`src/hw/rtl/bucketed_bitmap_set_with_filter_assert.svh`:
```
// Assertion macros used by the bucketed bitmap set back end.
`ifndef BUCKETED_BITMAP_SET_WITH_FILTER_ASSERT_SVH
`define BUCKETED_BITMAP_SET_WITH_FILTER_ASSERT_SVH

`ifndef ASSERT_OFF
// Property checked on every clock edge outside reset.
`define BBSF_ASSERT(label, prop) \
    label: assert property (@(posedge clk) disable iff (!rst_n) prop) \
        else $error("bbsf assertion failed");
// Antecedent in one cycle, consequent in the next.
`define BBSF_ASSERT_NEXT(label, ante, cons) \
    label: assert property (@(posedge clk) disable iff (!rst_n) (ante) |=> (cons)) \
        else $error("bbsf assertion failed");
`else
`define BBSF_ASSERT(label, prop)
`define BBSF_ASSERT_NEXT(label, ante, cons)
`endif

`endif

```
`src/hw/rtl/bbsf_pkg.sv`:
```
// Types, constants and helper functions of the bucketed bitmap set.
`timescale 1ns / 1ps

package bbsf_pkg;

    localparam int NUM_W   = 20;   // number field
    localparam int BKT_W   = 20;   // bucket field
    localparam int CFG_W   = 3;    // index_digits register
    localparam int WORD_W  = 32;   // bits per RAM row
    localparam int BIT_W   = 5;    // bit select within a row
    localparam int RECIP_W = 21;   // reciprocal multiplier width
    localparam int PROD_W  = NUM_W + RECIP_W;
    localparam int SHIFT_W = 6;
    localparam int K_W     = 4;    // exponent of the bucket size, 0..DIGITS
    localparam int POW_W   = 24;   // holds 10^7
    localparam int Q_DEPTH = 4;
    localparam int QPTR_W  = 2;
    localparam int QCNT_W  = 3;
    localparam int OCC_W   = 4;

    typedef enum logic [2:0] {
        OP_ADD        = 3'd0,
        OP_REMOVE     = 3'd1,
        OP_QUERY      = 3'd2,
        OP_WL_ADD     = 3'd3,
        OP_WL_REMOVE  = 3'd4,
        OP_WL_QUERY   = 3'd5,
        OP_FILTER_ON  = 3'd6,
        OP_FILTER_OFF = 3'd7
    } op_t;

    // Classified transaction handed from the front end to the back end.
    typedef struct packed {
        op_t              op;
        logic             oor;   // number or bucket out of range
        logic [NUM_W-1:0] num;   // member bitmap address
        logic [BKT_W-1:0] bkt;   // whitelist bitmap address
    } cmd_t;

    typedef struct packed {
        logic              empty;
        logic [QCNT_W-1:0] count;
    } q_stat_t;

    typedef struct packed {
        logic clearing;
    } back_stat_t;

    // Exact division of a 20-bit value by 10^k: (n * recip) >> shift.
    // Exponents above 6 give zero, which is the quotient of any 20-bit value.
    function automatic logic [RECIP_W-1:0] recip_of(input logic [K_W-1:0] k);
        logic [RECIP_W-1:0] r;
        unique case (k)
            4'd0:    r = 21'd1048576;
            4'd1:    r = 21'd1677722;
            4'd2:    r = 21'd1342178;
            4'd3:    r = 21'd1073742;
            4'd4:    r = 21'd1717987;
            4'd5:    r = 21'd1374390;
            4'd6:    r = 21'd1099512;
            default: r = '0;
        endcase
        return r;
    endfunction

    function automatic logic [SHIFT_W-1:0] shift_of(input logic [K_W-1:0] k);
        logic [SHIFT_W-1:0] s;
        unique case (k)
            4'd0:    s = 6'd20;
            4'd1:    s = 6'd24;
            4'd2:    s = 6'd27;
            4'd3:    s = 6'd30;
            4'd4:    s = 6'd34;
            4'd5:    s = 6'd37;
            4'd6:    s = 6'd40;
            default: s = '0;
        endcase
        return s;
    endfunction

    function automatic logic [POW_W-1:0] pow10_small(input logic [CFG_W-1:0] e);
        logic [POW_W-1:0] p;
        unique case (e)
            3'd0:    p = 24'd1;
            3'd1:    p = 24'd10;
            3'd2:    p = 24'd100;
            3'd3:    p = 24'd1000;
            3'd4:    p = 24'd10000;
            3'd5:    p = 24'd100000;
            3'd6:    p = 24'd1000000;
            default: p = 24'd10000000;
        endcase
        return p;
    endfunction

    // Elaboration-time power of ten.
    function automatic longint unsigned pow10_64(input int e);
        longint unsigned r;
        r = 64'd1;
        for (int i = 0; i < e; i++)
        begin
            r = r * 64'd10;
        end
        return r;
    endfunction

endpackage

```
`src/hw/rtl/bbsf_queue.sv`:
```
// Short transaction queue between the front and back ends.
`timescale 1ns / 1ps

module bbsf_queue (
    input  logic                clk,
    input  logic                rst_n,
    input  logic                push,
    input  bbsf_pkg::cmd_t      push_cmd,
    input  logic                pop,
    output bbsf_pkg::cmd_t      head,
    output bbsf_pkg::q_stat_t   q_stat
);

    bbsf_pkg::cmd_t                  buf_reg [bbsf_pkg::Q_DEPTH];
    logic [bbsf_pkg::QPTR_W-1:0]     wr_ptr_reg, wr_ptr_next;
    logic [bbsf_pkg::QPTR_W-1:0]     rd_ptr_reg, rd_ptr_next;
    logic [bbsf_pkg::QCNT_W-1:0]     count_reg, count_next;

    always_comb
    begin
        wr_ptr_next = push ? wr_ptr_reg + 1'b1 : wr_ptr_reg;
        rd_ptr_next = pop ? rd_ptr_reg + 1'b1 : rd_ptr_reg;
        count_next  = count_reg + bbsf_pkg::QCNT_W'(push) - bbsf_pkg::QCNT_W'(pop);
    end

    always_ff @(posedge clk or negedge rst_n)
    begin
        if (!rst_n)
        begin
            wr_ptr_reg <= '0;
            rd_ptr_reg <= '0;
            count_reg  <= '0;
        end
        else
        begin
            wr_ptr_reg <= wr_ptr_next;
            rd_ptr_reg <= rd_ptr_next;
            count_reg  <= count_next;
        end
    end

    always_ff @(posedge clk)
    begin
        if (push)
        begin
            buf_reg[wr_ptr_reg] <= push_cmd;
        end
    end

    assign head         = buf_reg[rd_ptr_reg];
    assign q_stat.empty = (count_reg == '0);
    assign q_stat.count = count_reg;

endmodule

```
`config.mk`:
```
export PLATFORM = sky130hd
export DESIGN_NAME = bbsf_queue
export DESIGN_NICKNAME = d
export VERILOG_FILES = /design/src/hw/rtl/bucketed_bitmap_set_with_filter_assert.svh /design/src/hw/rtl/bbsf_pkg.sv /design/src/hw/rtl/bbsf_queue.sv
export SDC_FILE = /design/constraint.sdc
export NUM_CORES = 1
export LEC_CHECK = 0
export BUFFER_PORTS_ARGS = -buffer_cell sky130_fd_sc_hd__buf_2
export CAP_MARGIN = 10
export CORE_ASPECT_RATIO = 1.75
export CORE_UTILIZATION = 30
export DETAILED_ROUTE_END_ITERATION = 10
export PLACE_DENSITY = 0.51
export SLEW_MARGIN = 20
export SYNTH_ARGS = -nofsm -noshare
export SYNTH_HDL_FRONTEND = slang
export SYNTH_SLANG_ARGS = --single-unit
export TNS_END_PERCENT = 10
```
`constraint.sdc`:
```
create_clock -name clk -period 2.3 [get_ports clk]
set_input_delay 0.115 -clock clk [delete_from_list [all_inputs] [get_ports clk]]
set_output_delay 0.115 -clock clk [all_outputs]
set_load 0.005 [all_outputs]
```
* Word level (Yosys, flattened, before mapping)
Memory sizes are Yosys's and may differ from the RTL's.
Index checks and enable logic that the tools add are counted.
** Storage, ports and cells
- Bits in registers :: 7
- RAM bits :: 176
- Output and inout port bits :: 48
- Memories kept :: 1
** Operators by class
- Add/subtract/negate cells :: 4
- Mux-type cells :: 2
- Reduce and logical (&&, ||, !) cells :: 1
** Memories
- buf_reg :: depth 4, width 44, rd ports 1, clocked after memory_dff 0, write ports 1, RTL line bbsf_queue.sv:14 : bbsf_pkg::cmd_t buf_reg [bbsf_pkg::Q_DEPTH];
** Operators with widths (count)
- 2-bit by 1-bit adder with 2-bit output (second input constant) :: 2
- 3-bit by 1-bit adder with 3-bit output :: 1
- 3-bit logical NOT :: 1
- 3-bit by 1-bit subtractor with 3-bit output :: 1
- 1-bit two-way mux :: 2

* Depth between registers and ports, before layout
- Word-level depth :: 2
- Depth in mapped cells :: 7
- Mapped depth without buffers :: 7

* Worst setup path before layout
OpenSTA, ideal clock, no wires.
- Path type :: register -> register
- Start :: register wr_ptr_reg[0] (netlist bit)
- End :: memory buf_reg[0][0] (netlist bit), enable pin
- Library setup time :: 406 ps
- Data arrival time :: 1679 ps
- Required time :: 1894 ps
- Path slack :: 216 ps
- Stages on the path, launching flop included :: 4
- Cells stage by stage :: dfrtp_1 inv_1 ha_1 and2_1
** RTL lines
- start, declared :: RTL line bbsf_queue.sv:15 : logic [bbsf_pkg::QPTR_W-1:0] wr_ptr_reg, wr_ptr_next;
- start signal, assigned :: RTL line bbsf_queue.sv:36 : wr_ptr_reg <= wr_ptr_next;
- end, declared :: RTL line bbsf_queue.sv:14
Straight into the memory's write port.

==> results.yml <==
status:
  outcome: "finished clean"
sta:
  fin_crit_ns: 2.035
  fmax_mhz: 491.4
  worst_pin_slew_ns: 0.4141
  slew_headroom_pct: 72.39
  rsz0062_at_grt: "no"
  final_hold_viol_count: 0
  final.setup.worst_slack_ns: 0.2648
  setup_viol: 0
  post-route-period-util_pct: 88.49
  finClkSkew_ns: 0.005871
  finalMaxSlewViolations: 0
  tns_ns: 0
floorplan:
  dieArea_um2: 23280
  row_count: 72
  io_pins: 96
  core-area_um2: 22160
  die_y_um: 201.1
  fp.dieW_um: 115.8
  start_util_pct: 30.66
worst_setup_path:
  path_max_fanout: 8
  arrival_ns: 1.92
  r2r_cells: 7
  crit_type: "reg -> out"
  cp-start-kind: "flop"
  path_depth: 3
  slowest_delay_ns: 0.58
  required_ns: 2.18
  crit_path_top_delay_cell: "mux4_1"
  cp-end-kind: "output pin"
  crit_family: "multiplexers"
  worstPathCellList: "buf_4 > mux4_1 > buf_2"
  critPathBufInv: 2
yosys:
  avgSynthCellArea_um2: 25.83
  ys_types: 16
  yosysWarnings: 0
  ys_seq_area_share_pct: 80.37
  netlist_instances: 263
  synth_area_um2: 6794
  ys_ff_latch: 183
  syn_nets: 318
placement:
  gp_congestion: 0.6865
  io_buffer_count: 95
  dp.cells: 653
  place_ws_ns: 0.4743
  place_hpwl_um: 8145
pwr:
  p_switching_mw: 2.858
  power.static_leakage_nw: 3.025
  combPwrFrac_pct: 28.5
  p_clk_share_pct: 26.7
  peakVddDrop_uv: 460.1
  power_density_nw_per_um2: 1175
  swShare_pct: 27.92
  power_frac_seq_pct: 44.8
  p_int_mw: 7.378
  power_mw: 10.24
drt:
  drt-vias-per-instance: 4.327
  vias: 3180
  drc: 0
  ant_nets: 0
  firstDrtPassIters: 4
  wl_per_cell_um: 18.06
  drt_iter0_markers: 101
  wl_um: 13270
global_route:
  grt_pass1_wl_um: 20450
  grt_usage_pct: 12.39
  overflow: 0
  grt_max_degree: 42
  first_global_vias: 3558
  antenna_found_initial: 0
layout:
  drive_gt1_share_pct: 41.00
  largest_reg_flops: 176
  num-nets-final: 481
  stdcell_count: 735
  fin_util_pct: 39.31
  area_delta_synth_final_pct: 28.23
  diodes: 0
clock_tree:
  cts_tree: "built"
  clockBufferDepth: 2
  clk_latency_ns: 0.42
  htreeDepth: 4
  ctsResizeCount: 0
  clock_sinks: 183
  cts_made_buffers: 17
  cts_root_buf: "clkbuf_16"
  path_clk_slew_ns: 0.07
flow_run:
  max_cap_viol_count: 0
hold_path:
  min-delay-path-class: "in -> async"
==> power by group through the flow <==
stage	sequential (mW)	clock (mW)	combinational, mW
after floorplan	4.56	0	1.85
after global placement	4.69	0	2.82
after CTS	4.61	2.81	3.05
final	4.59	2.73	2.92
after global routing	4.65	2.94	3.18
after detailed placement	4.73	0	2.88
==> logic make-up after synthesis <==
family,count (synthesis),share of synthesized area (%)
buffers and inverters,16,2.044
AO/OA/AOI/OAI,1,0.07359
multiplexers,44,14.92
XOR/XNOR,5,0.6447
AND/OR/NAND/NOR,7,0.5524
flip-flops,183,80.37
adder cells (fa/ha/maj),7,1.400
==> layer usage <==
metal,GRT usage (%),vias to the layer above,wire (um),share of wire (%)
li1,-,1438,-,-
met1,13.53,1670,5110,38
met2,22.53,58,7585,57
met3,2.989,14,323,2.4
met4,4.762,0,254,1.9
met5,0,-,0,0
==> final timing paths <==
path                               startpoint        endpoint  slack [ns]
max in group asynchronous               rst_n   rd_ptr_reg[0]        2.06
min in group clk                 push_cmd[37]  buf_reg[3][37]        0.44
worst max-delay path            rd_ptr_reg[0]         head[2]        0.26
worst max register to register   count_reg[0]    count_reg[2]        0.60
worst min-delay path                    rst_n    count_reg[2]        0.05
worst min register to register  wr_ptr_reg[0]   wr_ptr_reg[0]        0.55
==> synth_stat cells, drive strengths merged <==
master	instances	area, um2
edfxtp	176	5285
mux4	44	1013
buf	10	116.4
dfrtp	7	175.2
ha	6	75.07
inv	6	22.52
and2	4	25.02
xnor2	3	26.28
nand2	2	7.510
xor2	2	17.52
fa	1	20.02
nor3	1	5.000
o21ai	1	5.000
==> cells in the final DEF (no fill, tap or decap), types with 2 or more instances in the layout <==
cell,n
edfxtp_1,176
buf_2,95
dlygate4sd3_1,47
mux4_2,38
clkbuf_16,17
buf_4,7
mux4_1,6
inv_1,6
ha_1,6
clkinvlp_4,5
dfrtp_1,5
buf_12,5
and2_2,4
xnor2_1,3
xor2_1,2
nand2_1,2
inv_6,2
clkinv_4,2
clkbuf_1,2
==> per-stage QoR <==
| stage | area, um2 | hold WS [ns] |
|---|---|---|
| after floorplan | 6794 | -0.1806 |
| after global placement | 7664 | -0.03573 |
| after detailed placement | 7664 | -0.03362 |
| after CTS | 8712 | 0.03040 |
| after global routing | 8712 | 0.05732 |
| final | 8712 | 0.05244 |
==> layout make-up <==
type	count	area, um2
multi-input combinational	64	1200
clock buffer	19	432.9
timing repair buffer	154	1099
sequential	183	5465
inverter	6	22.52
clock inverter	13	122.6
fill	2064	13450
tap	296	370.4
==> repair_timing <==
| item | in CTS | in global routing |
|---|---|---|
| endpoints found under the setup margin | 1 | 0 |
| setup buffers | 3 | 0 |
| hold buffers | 47 | 0 |
| endpoints found under the hold margin | 187 | 0 |
(Power assumes the default switching activity.)
