===== config.mk =====
export PLATFORM = sky130hd
export DESIGN_NAME = bbsf_front
export DESIGN_NICKNAME = d
export VERILOG_FILES = /design/src/hw/rtl/bucketed_bitmap_set_with_filter_assert.svh /design/src/hw/rtl/bbsf_pkg.sv /design/src/hw/rtl/bbsf_front.sv
export SDC_FILE = /design/constraint.sdc
export NUM_CORES = 1
export LEC_CHECK = 0
export BUFFER_PORTS_ARGS = -buffer_cell sky130_fd_sc_hd__buf_2
export CORE_UTILIZATION = 59
export DETAILED_ROUTE_END_ITERATION = 10
export PLACE_DENSITY = 0.8
export SKIP_LAST_GASP = 1
export SYNTH_ARGS = -nofsm -noshare
export SYNTH_HDL_FRONTEND = slang
export SYNTH_SLANG_ARGS = --single-unit
export TNS_END_PERCENT = 5

===== constraint.sdc =====
create_clock -name clk -period 9.3 [get_ports clk]
set_clock_uncertainty 0.1 [all_clocks]
set_input_delay 0.93 -clock clk [delete_from_list [all_inputs] [get_ports clk]]
set_output_delay 0.93 -clock clk [all_outputs]
set_load 0.02 [all_outputs]

===== src/hw/rtl/bucketed_bitmap_set_with_filter_assert.svh =====
// Assertion macros used by the bucketed bitmap set back end.
`ifndef BUCKETED_BITMAP_SET_WITH_FILTER_ASSERT_SVH
`define BUCKETED_BITMAP_SET_WITH_FILTER_ASSERT_SVH

`ifndef ASSERT_OFF
// Property checked on every clock edge outside reset.
`define BBSF_ASSERT(label, prop) \
    label: assert property (@(posedge clk) disable iff (!rst_n) prop) \
        else $error("bbsf assertion failed");
// Antecedent in one cycle, consequent in the next.
`define BBSF_ASSERT_NEXT(label, ante, cons) \
    label: assert property (@(posedge clk) disable iff (!rst_n) (ante) |=> (cons)) \
        else $error("bbsf assertion failed");
`else
`define BBSF_ASSERT(label, prop)
`define BBSF_ASSERT_NEXT(label, ante, cons)
`endif

`endif


===== src/hw/rtl/bbsf_pkg.sv =====
// Types, constants and helper functions of the bucketed bitmap set.
`timescale 1ns / 1ps

package bbsf_pkg;

    localparam int NUM_W   = 20;   // number field
    localparam int BKT_W   = 20;   // bucket field
    localparam int CFG_W   = 3;    // index_digits register
    localparam int WORD_W  = 32;   // bits per RAM row
    localparam int BIT_W   = 5;    // bit select within a row
    localparam int RECIP_W = 21;   // reciprocal multiplier width
    localparam int PROD_W  = NUM_W + RECIP_W;
    localparam int SHIFT_W = 6;
    localparam int K_W     = 4;    // exponent of the bucket size, 0..DIGITS
    localparam int POW_W   = 24;   // holds 10^7
    localparam int Q_DEPTH = 4;
    localparam int QPTR_W  = 2;
    localparam int QCNT_W  = 3;
    localparam int OCC_W   = 4;

    typedef enum logic [2:0] {
        OP_ADD        = 3'd0,
        OP_REMOVE     = 3'd1,
        OP_QUERY      = 3'd2,
        OP_WL_ADD     = 3'd3,
        OP_WL_REMOVE  = 3'd4,
        OP_WL_QUERY   = 3'd5,
        OP_FILTER_ON  = 3'd6,
        OP_FILTER_OFF = 3'd7
    } op_t;

    // Classified transaction handed from the front end to the back end.
    typedef struct packed {
        op_t              op;
        logic             oor;   // number or bucket out of range
        logic [NUM_W-1:0] num;   // member bitmap address
        logic [BKT_W-1:0] bkt;   // whitelist bitmap address
    } cmd_t;

    typedef struct packed {
        logic              empty;
        logic [QCNT_W-1:0] count;
    } q_stat_t;

    typedef struct packed {
        logic clearing;
    } back_stat_t;

    // Exact division of a 20-bit value by 10^k: (n * recip) >> shift.
    // Exponents above 6 give zero, which is the quotient of any 20-bit value.
    function automatic logic [RECIP_W-1:0] recip_of(input logic [K_W-1:0] k);
        logic [RECIP_W-1:0] r;
        unique case (k)
            4'd0:    r = 21'd1048576;
            4'd1:    r = 21'd1677722;
            4'd2:    r = 21'd1342178;
            4'd3:    r = 21'd1073742;
            4'd4:    r = 21'd1717987;
            4'd5:    r = 21'd1374390;
            4'd6:    r = 21'd1099512;
            default: r = '0;
        endcase
        return r;
    endfunction

    function automatic logic [SHIFT_W-1:0] shift_of(input logic [K_W-1:0] k);
        logic [SHIFT_W-1:0] s;
        unique case (k)
            4'd0:    s = 6'd20;
            4'd1:    s = 6'd24;
            4'd2:    s = 6'd27;
            4'd3:    s = 6'd30;
            4'd4:    s = 6'd34;
            4'd5:    s = 6'd37;
            4'd6:    s = 6'd40;
            default: s = '0;
        endcase
        return s;
    endfunction

    function automatic logic [POW_W-1:0] pow10_small(input logic [CFG_W-1:0] e);
        logic [POW_W-1:0] p;
        unique case (e)
            3'd0:    p = 24'd1;
            3'd1:    p = 24'd10;
            3'd2:    p = 24'd100;
            3'd3:    p = 24'd1000;
            3'd4:    p = 24'd10000;
            3'd5:    p = 24'd100000;
            3'd6:    p = 24'd1000000;
            default: p = 24'd10000000;
        endcase
        return p;
    endfunction

    // Elaboration-time power of ten.
    function automatic longint unsigned pow10_64(input int e);
        longint unsigned r;
        r = 64'd1;
        for (int i = 0; i < e; i++)
        begin
            r = r * 64'd10;
        end
        return r;
    endfunction

endpackage


===== src/hw/rtl/bbsf_front.sv =====
// Front end: accepts transactions, splits numbers into buckets, checks range.
`timescale 1ns / 1ps

module bbsf_front #(
    parameter int DIGITS = 6
) (
    input  logic                            clk,
    input  logic                            rst_n,
    input  logic                            start,
    output logic                            busy,
    input  logic [2:0]                      operation,
    input  logic [bbsf_pkg::NUM_W-1:0]      number,
    input  logic [bbsf_pkg::BKT_W-1:0]      bucket,
    input  logic                            cfg_we,
    input  logic [bbsf_pkg::CFG_W-1:0]      cfg_wdata,
    input  bbsf_pkg::q_stat_t               q_stat,
    input  bbsf_pkg::back_stat_t            back_stat,
    output logic                            push,
    output bbsf_pkg::cmd_t                  push_cmd
);

    localparam longint unsigned NUM_LIMIT = bbsf_pkg::pow10_64(DIGITS);

    logic [bbsf_pkg::CFG_W-1:0]   idx_cfg_reg, idx_cfg_next;
    logic                         s1_valid_reg, s1_valid_next;
    bbsf_pkg::op_t                s1_op_reg, s1_op_next;
    logic [bbsf_pkg::NUM_W-1:0]   s1_num_reg, s1_num_next;
    logic [bbsf_pkg::BKT_W-1:0]   s1_bkt_reg, s1_bkt_next;
    logic                         s1_oor_reg, s1_oor_next;
    logic [bbsf_pkg::K_W-1:0]     s1_k_reg, s1_k_next;
    logic [bbsf_pkg::PROD_W-1:0]  s1_prod_reg, s1_prod_next;

    logic [bbsf_pkg::CFG_W-1:0]   idx;
    logic [bbsf_pkg::K_W-1:0]     k;
    logic [bbsf_pkg::OCC_W-1:0]   occ;
    logic                         accept;
    bbsf_pkg::op_t                op_in;
    logic                         in_num_op, in_wl_op;
    logic                         s1_num_op;
    logic [bbsf_pkg::PROD_W-1:0]  quot_full;

    // index_digits saturates at DIGITS
    assign idx = (int'(idx_cfg_reg) > DIGITS) ? bbsf_pkg::CFG_W'(DIGITS) : idx_cfg_reg;
    assign k   = bbsf_pkg::K_W'(DIGITS) - {1'b0, idx};

    // s1 plus queue entries; every held transaction has a queue slot reserved
    assign occ    = bbsf_pkg::OCC_W'(q_stat.count) + bbsf_pkg::OCC_W'(s1_valid_reg);
    assign busy   = back_stat.clearing || (occ >= bbsf_pkg::OCC_W'(bbsf_pkg::Q_DEPTH));
    assign accept = start && !busy;

    assign op_in     = bbsf_pkg::op_t'(operation);
    assign in_num_op = (op_in == bbsf_pkg::OP_ADD) || (op_in == bbsf_pkg::OP_REMOVE) ||
                       (op_in == bbsf_pkg::OP_QUERY);
    assign in_wl_op  = (op_in == bbsf_pkg::OP_WL_ADD) || (op_in == bbsf_pkg::OP_WL_REMOVE) ||
                       (op_in == bbsf_pkg::OP_WL_QUERY);

    always_comb
    begin
        idx_cfg_next  = cfg_we ? cfg_wdata : idx_cfg_reg;
        s1_valid_next = accept;
        s1_op_next    = accept ? op_in : s1_op_reg;
        s1_num_next   = accept ? number : s1_num_reg;
        s1_bkt_next   = accept ? bucket : s1_bkt_reg;
        s1_k_next     = accept ? k : s1_k_reg;
        s1_prod_next  = s1_prod_reg;
        s1_oor_next   = s1_oor_reg;
        if (accept)
        begin
            s1_prod_next = {{bbsf_pkg::RECIP_W{1'b0}}, number} *
                           {{bbsf_pkg::NUM_W{1'b0}}, bbsf_pkg::recip_of(k)};
            priority if (in_num_op)
                s1_oor_next = (64'(number) >= NUM_LIMIT);
            else if (in_wl_op)
                s1_oor_next = ({4'b0, bucket} >= bbsf_pkg::pow10_small(idx));
            else
                s1_oor_next = 1'b0;
        end
    end

    always_ff @(posedge clk or negedge rst_n)
    begin
        if (!rst_n)
        begin
            idx_cfg_reg  <= 3'd3;
            s1_valid_reg <= 1'b0;
        end
        else
        begin
            idx_cfg_reg  <= idx_cfg_next;
            s1_valid_reg <= s1_valid_next;
        end
    end

    always_ff @(posedge clk)
    begin
        s1_op_reg   <= s1_op_next;
        s1_num_reg  <= s1_num_next;
        s1_bkt_reg  <= s1_bkt_next;
        s1_k_reg    <= s1_k_next;
        s1_prod_reg <= s1_prod_next;
        s1_oor_reg  <= s1_oor_next;
    end

    // quotient = number / 10^k
    assign quot_full = s1_prod_reg >> bbsf_pkg::shift_of(s1_k_reg);
    assign s1_num_op = (s1_op_reg == bbsf_pkg::OP_ADD) || (s1_op_reg == bbsf_pkg::OP_REMOVE) ||
                       (s1_op_reg == bbsf_pkg::OP_QUERY);

    always_comb
    begin
        push         = s1_valid_reg;
        push_cmd.op  = s1_op_reg;
        push_cmd.oor = s1_oor_reg;
        push_cmd.num = s1_oor_reg ? '0 : s1_num_reg;
        if (s1_oor_reg)
            push_cmd.bkt = '0;
        else if (s1_num_op)
            push_cmd.bkt = quot_full[bbsf_pkg::BKT_W-1:0];
        else
            push_cmd.bkt = s1_bkt_reg;
    end

endmodule


## Word level (Yosys, flattened, before mapping)

Cells that the tools add are included.

| word-level totals | value |
|---|---|
| logic and storage cells | 68 |
| register bits after elaboration | 93 |
| output and inout bits | 46 |
| input bits | 55 |

| operators by class | value |
|---|---|
| $add $sub $neg | 2 |
| shift-type cells | 1 |
| reduce and logical (&&, ||, !) cells | 14 |
| multiplexer cells | 13 |
| eq/ne operators | 25 |
| order comparisons | 4 |
| multipliers | 1 |

Operators by type and width:

| operator | number |
|---|---|
| 24-bit case mux with 7 select lines | 1 |
| 21-bit case mux with 7 select lines | 1 |
| 24-bit two-way mux | 3 |
| 20-bit two-way mux | 3 |
| 6-bit case mux with 7 select lines | 1 |
| 20-bit by 21-bit multiplier with 41-bit output | 1 |
| 41-bit by 6-bit right shift with 20-bit output | 1 |
| 4-bit by 3-bit equality test with 1-bit output (second input constant) | 6 |
| 20-bit by 24-bit greater-or-equal comparator with 1-bit output | 1 |
| 21-bit two-way mux | 1 |
| 20-bit greater-or-equal comparator (second input constant) | 1 |
| 4-bit by 2-bit equality test with 1-bit output (second input constant) | 4 |
| 3-bit by 2-bit equality test with 1-bit output (second input constant) | 5 |
| 3-bit equality test (second input constant) | 5 |
| 3-bit by 1-bit equality test with 1-bit output (second input constant) | 3 |
| 3-bit logical NOT | 3 |
| 4-bit by 1-bit equality test with 1-bit output (second input constant) | 2 |
| 4-bit logical NOT | 2 |
| 1-bit logical OR | 7 |
| 3-bit by 1-bit adder with 4-bit output | 1 |
| 4-bit by 3-bit greater-or-equal comparator with 1-bit output (second input constant) | 1 |
| 3-bit by 3-bit subtractor with 4-bit output (first input constant) | 1 |
| 3-bit greater-than comparator (second input constant) | 1 |
| 3-bit two-way mux | 1 |
| 3 further kinds | 4 |

## Depth between registers and ports, before layout

| depth | value |
|---|---|
| depth in word-level cells | 10 |
| depth in mapped cells | 35 |
| gate-level depth less buffers | 32 |

## Worst setup path before layout

OpenSTA, ideal clock, no wires.

| timing | value |
|---|---|
| path kind | reg-to-reg |
| from | reg idx_cfg_reg[0] (netlist bit) |
| to | reg s1_prod_reg[38] (netlist bit), data pin |
| data arrival time | 8421 ps |
| stages on the path, launching flop included | 34 |
| data required time | 8941 ps |
| library setup time | 259 ps |
| path slack | 520 ps |
| path buffers | 4 |
| path through | dfstp_2 -> clkbuf_1 -> inv_1 -> clkbuf_1 -> nor2_1 -> ha_1 -> clkbuf_1 -> xnor2_1 -> nand2_1 -> nand2_1 -> clkbuf_1 -> nand2_1 -> fa_1 -> inv_1 -> fa_1 -> inv_1 -> fa_1 -> inv_1 -> fa_1 -> fa_1 -> fa_1 -> inv_1 -> fa_1 -> inv_1 -> ha_1 -> and4_1 -> and2_1 -> a32oi_1 -> o21ai_1 -> o21ai_0 -> o21ai_0 -> a221oi_1 -> o21ai_0 -> xnor2_1 |

| on the way | value |
|---|---|
| word-level cells in the longest chain between the ends | 7 |
| elaborated cells on any way between the ends | 13 |
| classes of those cells | 1 x add/sub; 1 x mul; 1 x order compare; 6 x eq/ne; 3 x mux; 1 x reduce/logical |

Ends and longest elaborated chain:

| item | RTL line | text |
|---|---|---|
| from (decl) | bbsf_front.sv:24 | `logic [bbsf_pkg::CFG_W-1:0] idx_cfg_reg, idx_cfg_next;` |
| from (signal assigned) | bbsf_front.sv:89 | `idx_cfg_reg <= idx_cfg_next;` |
| 3-bit greater-than comparator | bbsf_front.sv:43 | `assign idx = (int'(idx_cfg_reg) > DIGITS) ? bbsf_pkg::CFG_W'(DIGITS) : idx_cfg_reg;` |
| 3-bit two-way mux (*) | bbsf_front.sv:43 |  |
| 3-bit by 3-bit subtractor with 4-bit output (*) | bbsf_front.sv:44 | `assign k = bbsf_pkg::K_W'(DIGITS) - {1'b0, idx};` |
| via k, one bit | bbsf_front.sv:34 | `logic [bbsf_pkg::K_W-1:0] k;` |
| 4-bit by 3-bit equality test with 1-bit output (tied with other cells) | bbsf_pkg.sv:53 | `unique case (k)` |
| 21-bit case mux with 7 select lines (*) | bbsf_pkg.sv:53 |  |
| 21-bit two-way mux (*) | bbsf_front.sv:67 | `if (accept)` |
| 20-bit by 21-bit multiplier with 41-bit output (*) | bbsf_front.sv:69 | `s1_prod_next = {{bbsf_pkg::RECIP_W{1'b0}}, number} *` |
| to (signal assigned) | bbsf_front.sv:100 | `s1_prod_reg <= s1_prod_next;` |
| to (decl) | bbsf_front.sv:31 | `logic [bbsf_pkg::PROD_W-1:0] s1_prod_reg, s1_prod_next;` |

Mark *: on every way through the listed nets, which the timed path passes. The rest lies on a longest branch. The select of a mux whose other input is x is not followed.
A chain may end at the register's enable or synchronous reset.

## Worst setup path in the final report

| timing | value |
|---|---|
| from | reg idx_cfg_reg[1] (netlist bit) |
| to | reg s1_prod_reg[39] (netlist bit), data pin |

Same word-level chain as after synthesis.

==> metrics.md <==
| Metric | Value |
|---|---|
| First-pass GRT wire length | 89840 µm |
| Final Cycle Share | 96.39% |
| Clk buf depth | 2 |
| Setup WS post-layout | 0.3358 ns |
| Vias per cell | 5.853 |
| Via total after detailed routing | 15551 |
| Max Freq | 111.6 MHz |
| Routed wirelength normalized by instance count | 21.55 µm |
| Max stage delay on crit path | 0.74 ns |
| Number of flops mapped to enable cells by yosys | between 80 and 90 |
| ANT nets after route | 0 |
| TritonCTS clock tree | done |
| GR Overflow Total | 0 |
| # clock sinks | 93 |
| Max Cap Viol | 0 |
| Routability cong. | roughly 1.0 |
| Synth Net Count | 2723 |
| CP startpoint kind | register |
| Yosys warns | 0 |
| Worst hold path class | in2async |
| Register area | 0.002779 mm² |
| CP Max Fanout | 35 |
| Largest net degree at the start of global routing | 91 |
| Multi-input logic area | 0.01462 mm² |
| Port bufs | 99 |
| Layout Nets | about 2800 |
| DIE WIDTH | approximately 180 µm |
| Ys async rst share | about 4.3% |
| Die height | between 150 and 200 µm |
| Setup_tns | 0 ns |
| Gate count of the mapped netlist | 2159 |
| Main flop type after synthesis | edfxtp_1 |
| Area delta synth->final | 6.968% |
| Fin. max-slew vios | 0 |
| Slew @ Worst Pin | 1.142 ns |
| # setup viols final | 0 |
| Post-layout min period | 8.964 ns |
| Most common cell after layout, fill and taps aside | inv_1 |
| Fraction of layout cells with a size suffix above 1 | roughly 9.0% |
| Max reg flops | just over 40 |
| CTS H-tree depth | 3 |
| Met3 wire len | approximately 5400 µm |
| Cell mode on critical path | fa_1 |
| WP data required | 9.30 ns |
| Clock-pin slew on the worst setup and hold paths | 0.07 ns |
| Mapped Area | around 0.020 mm² |
| Hpwl dp | 47170 µm |
| DR iter-0 viols | 1297 |
| RSZ-0062 raised after global routing | true |
| Io pins | 101 |
| Slew headroom | 23.90% |
| Final Hold Viols | 0 |
| Avg Cell Area, Syn | between 9 and 10 µm² |
| Fillers | roughly 2800 |
| Ant diodes | 0 |
| Most frequent cells in the layout | 469 x inv_1, 338 x fa_1, 268 x nand2_1 |
| Top Layer Used | met4 |
| Worst Setup End Kind | register |
| WL met2 | between 20000 and 30000 µm |
| DRT met1 WL | roughly 22000 µm |
| Sequential share of the synthesized area | 14.15% |
| Clock latency on the worst-skew pair | 0.36 ns |
| #FFs+latches synth | 93 |
| Slowest stage cell, crit path | dfstp_4 |
| Initial antenna violation count | 0 |
| Setup WS pre-CTS | 0.3466 ns |
| Distinct cells, synth | 71 |
| Number of CTS-inserted buffers | 9 |
| Core Region | 0.03262 mm² |
| Initial Util | 60.11% |
| Worst reg-to-reg setup slack | between 0.3 and 0.4 ns |
| Num rows | 66 |
| Critical path type | reg2reg |
| Arrival time worst endpoint | 8.96 ns |
| Vias in the first global route | 16202 |
| Drt first pass iters | 8 |
| Drt drc | 0 |
| Die area | 0.03397 mm² |
| R2R depth | 30 |
| Status | completed |
| Drt total wl | 57260 µm |
| CTS Root Cell | clkbuf_16 |
| Total GRT Usage | 35.59% |
## area by class of cell
type / count / share of cell area (%)
Clock buffer: 9 / 1.074
Sequential cell: 93 / 13.25
Multi-Input combinational cell: 1488 / 69.70
Timing Repair Buffer: 148 / 4.236
Clock inverter: 7 / 0.6980
Inverter: 470 / 8.411
Tap cell: 442 / 2.637
## worst max-delay path, delay by kind of cell, from the launching register on
| kind | cells | cell delay [ns] |
|---|---|---|
| AO/OA/AOI/OAI | 6 | 1.67 |
| AND/OR/NAND/NOR | 7 | 0.95 |
| flip-flops | 1 | 0.74 |
| adder cells (fa/ha/maj) | 9 | 4.26 |
| buffers and inverters | 7 | 0.77 |
| XOR/XNOR | 1 | 0.17 |
## routing by layer
layer,up-vias,track usage (%)
li1,6922,-
met1,7635,44.99
met2,816,58.79
met3,178,6.461
met4,0,17.70
met5,-,0
## repair_timing
action / in CTS / in global routing
resized for setup: 0 / 6
setup buffers: 0 / 0
endpoints found under the setup margin: 0 / 7
hold buffers: 0 / 0
hold endpoints to repair: 0 / 0
## cell families after synthesis
| kind of cell | synth area share (%) |
|---|---|
| simple gates | 13.82 |
| buf+inv | 11.51 |
| fa+ha+maj | 45.42 |
| compound gates | 9.323 |
| flops | 14.15 |
| mux | 3.969 |
| xor+xnor | 1.787 |
| other cells | 0.01913 |
## through the flow
step                      util (%)  instance area (µm²)  cells  hold WS [ns]
after global placement       63.11                20590   2641        0.5260
after floorplan                  -                19610   2159        0.5344
final                        64.30                20970   2657        0.2745
after CTS                    64.25                20960   2657        0.2564
after global routing         64.30                20970   2657        0.2669
after detailed placement     63.11                20590   2641        0.5464
## cells in the mapped netlist, drive strengths merged (33+ instances only)
master	number	area share [%]
ha	171	11
nand3	33	0.84
edfxtp	89	14
mux2i	59	3.0
a21oi	70	1.9
fa	338	35
clkbuf	83	1.6
nand2	269	5.1
o21ai	54	1.4
inv	470	9.0
nor2	121	2.4
a21o	36	1.4
and2	80	2.6
## worst paths after layout
| kind | endpoint | from |
|---|---|---|
| max reg2reg | s1_prod_reg[39] | idx_cfg_reg[1] |
| max | s1_prod_reg[39] | idx_cfg_reg[1] |
| min | idx_cfg_reg[2] | rst_n |
| min in group clk | idx_cfg_reg[2] | idx_cfg_reg[2] |
| min reg2reg | idx_cfg_reg[2] | idx_cfg_reg[2] |
| max in group asynchronous | idx_cfg_reg[0] | rst_n |
Power is not shown: default switching activity piles up to over one toggle a cycle in this logic, so the estimate is an artifact.
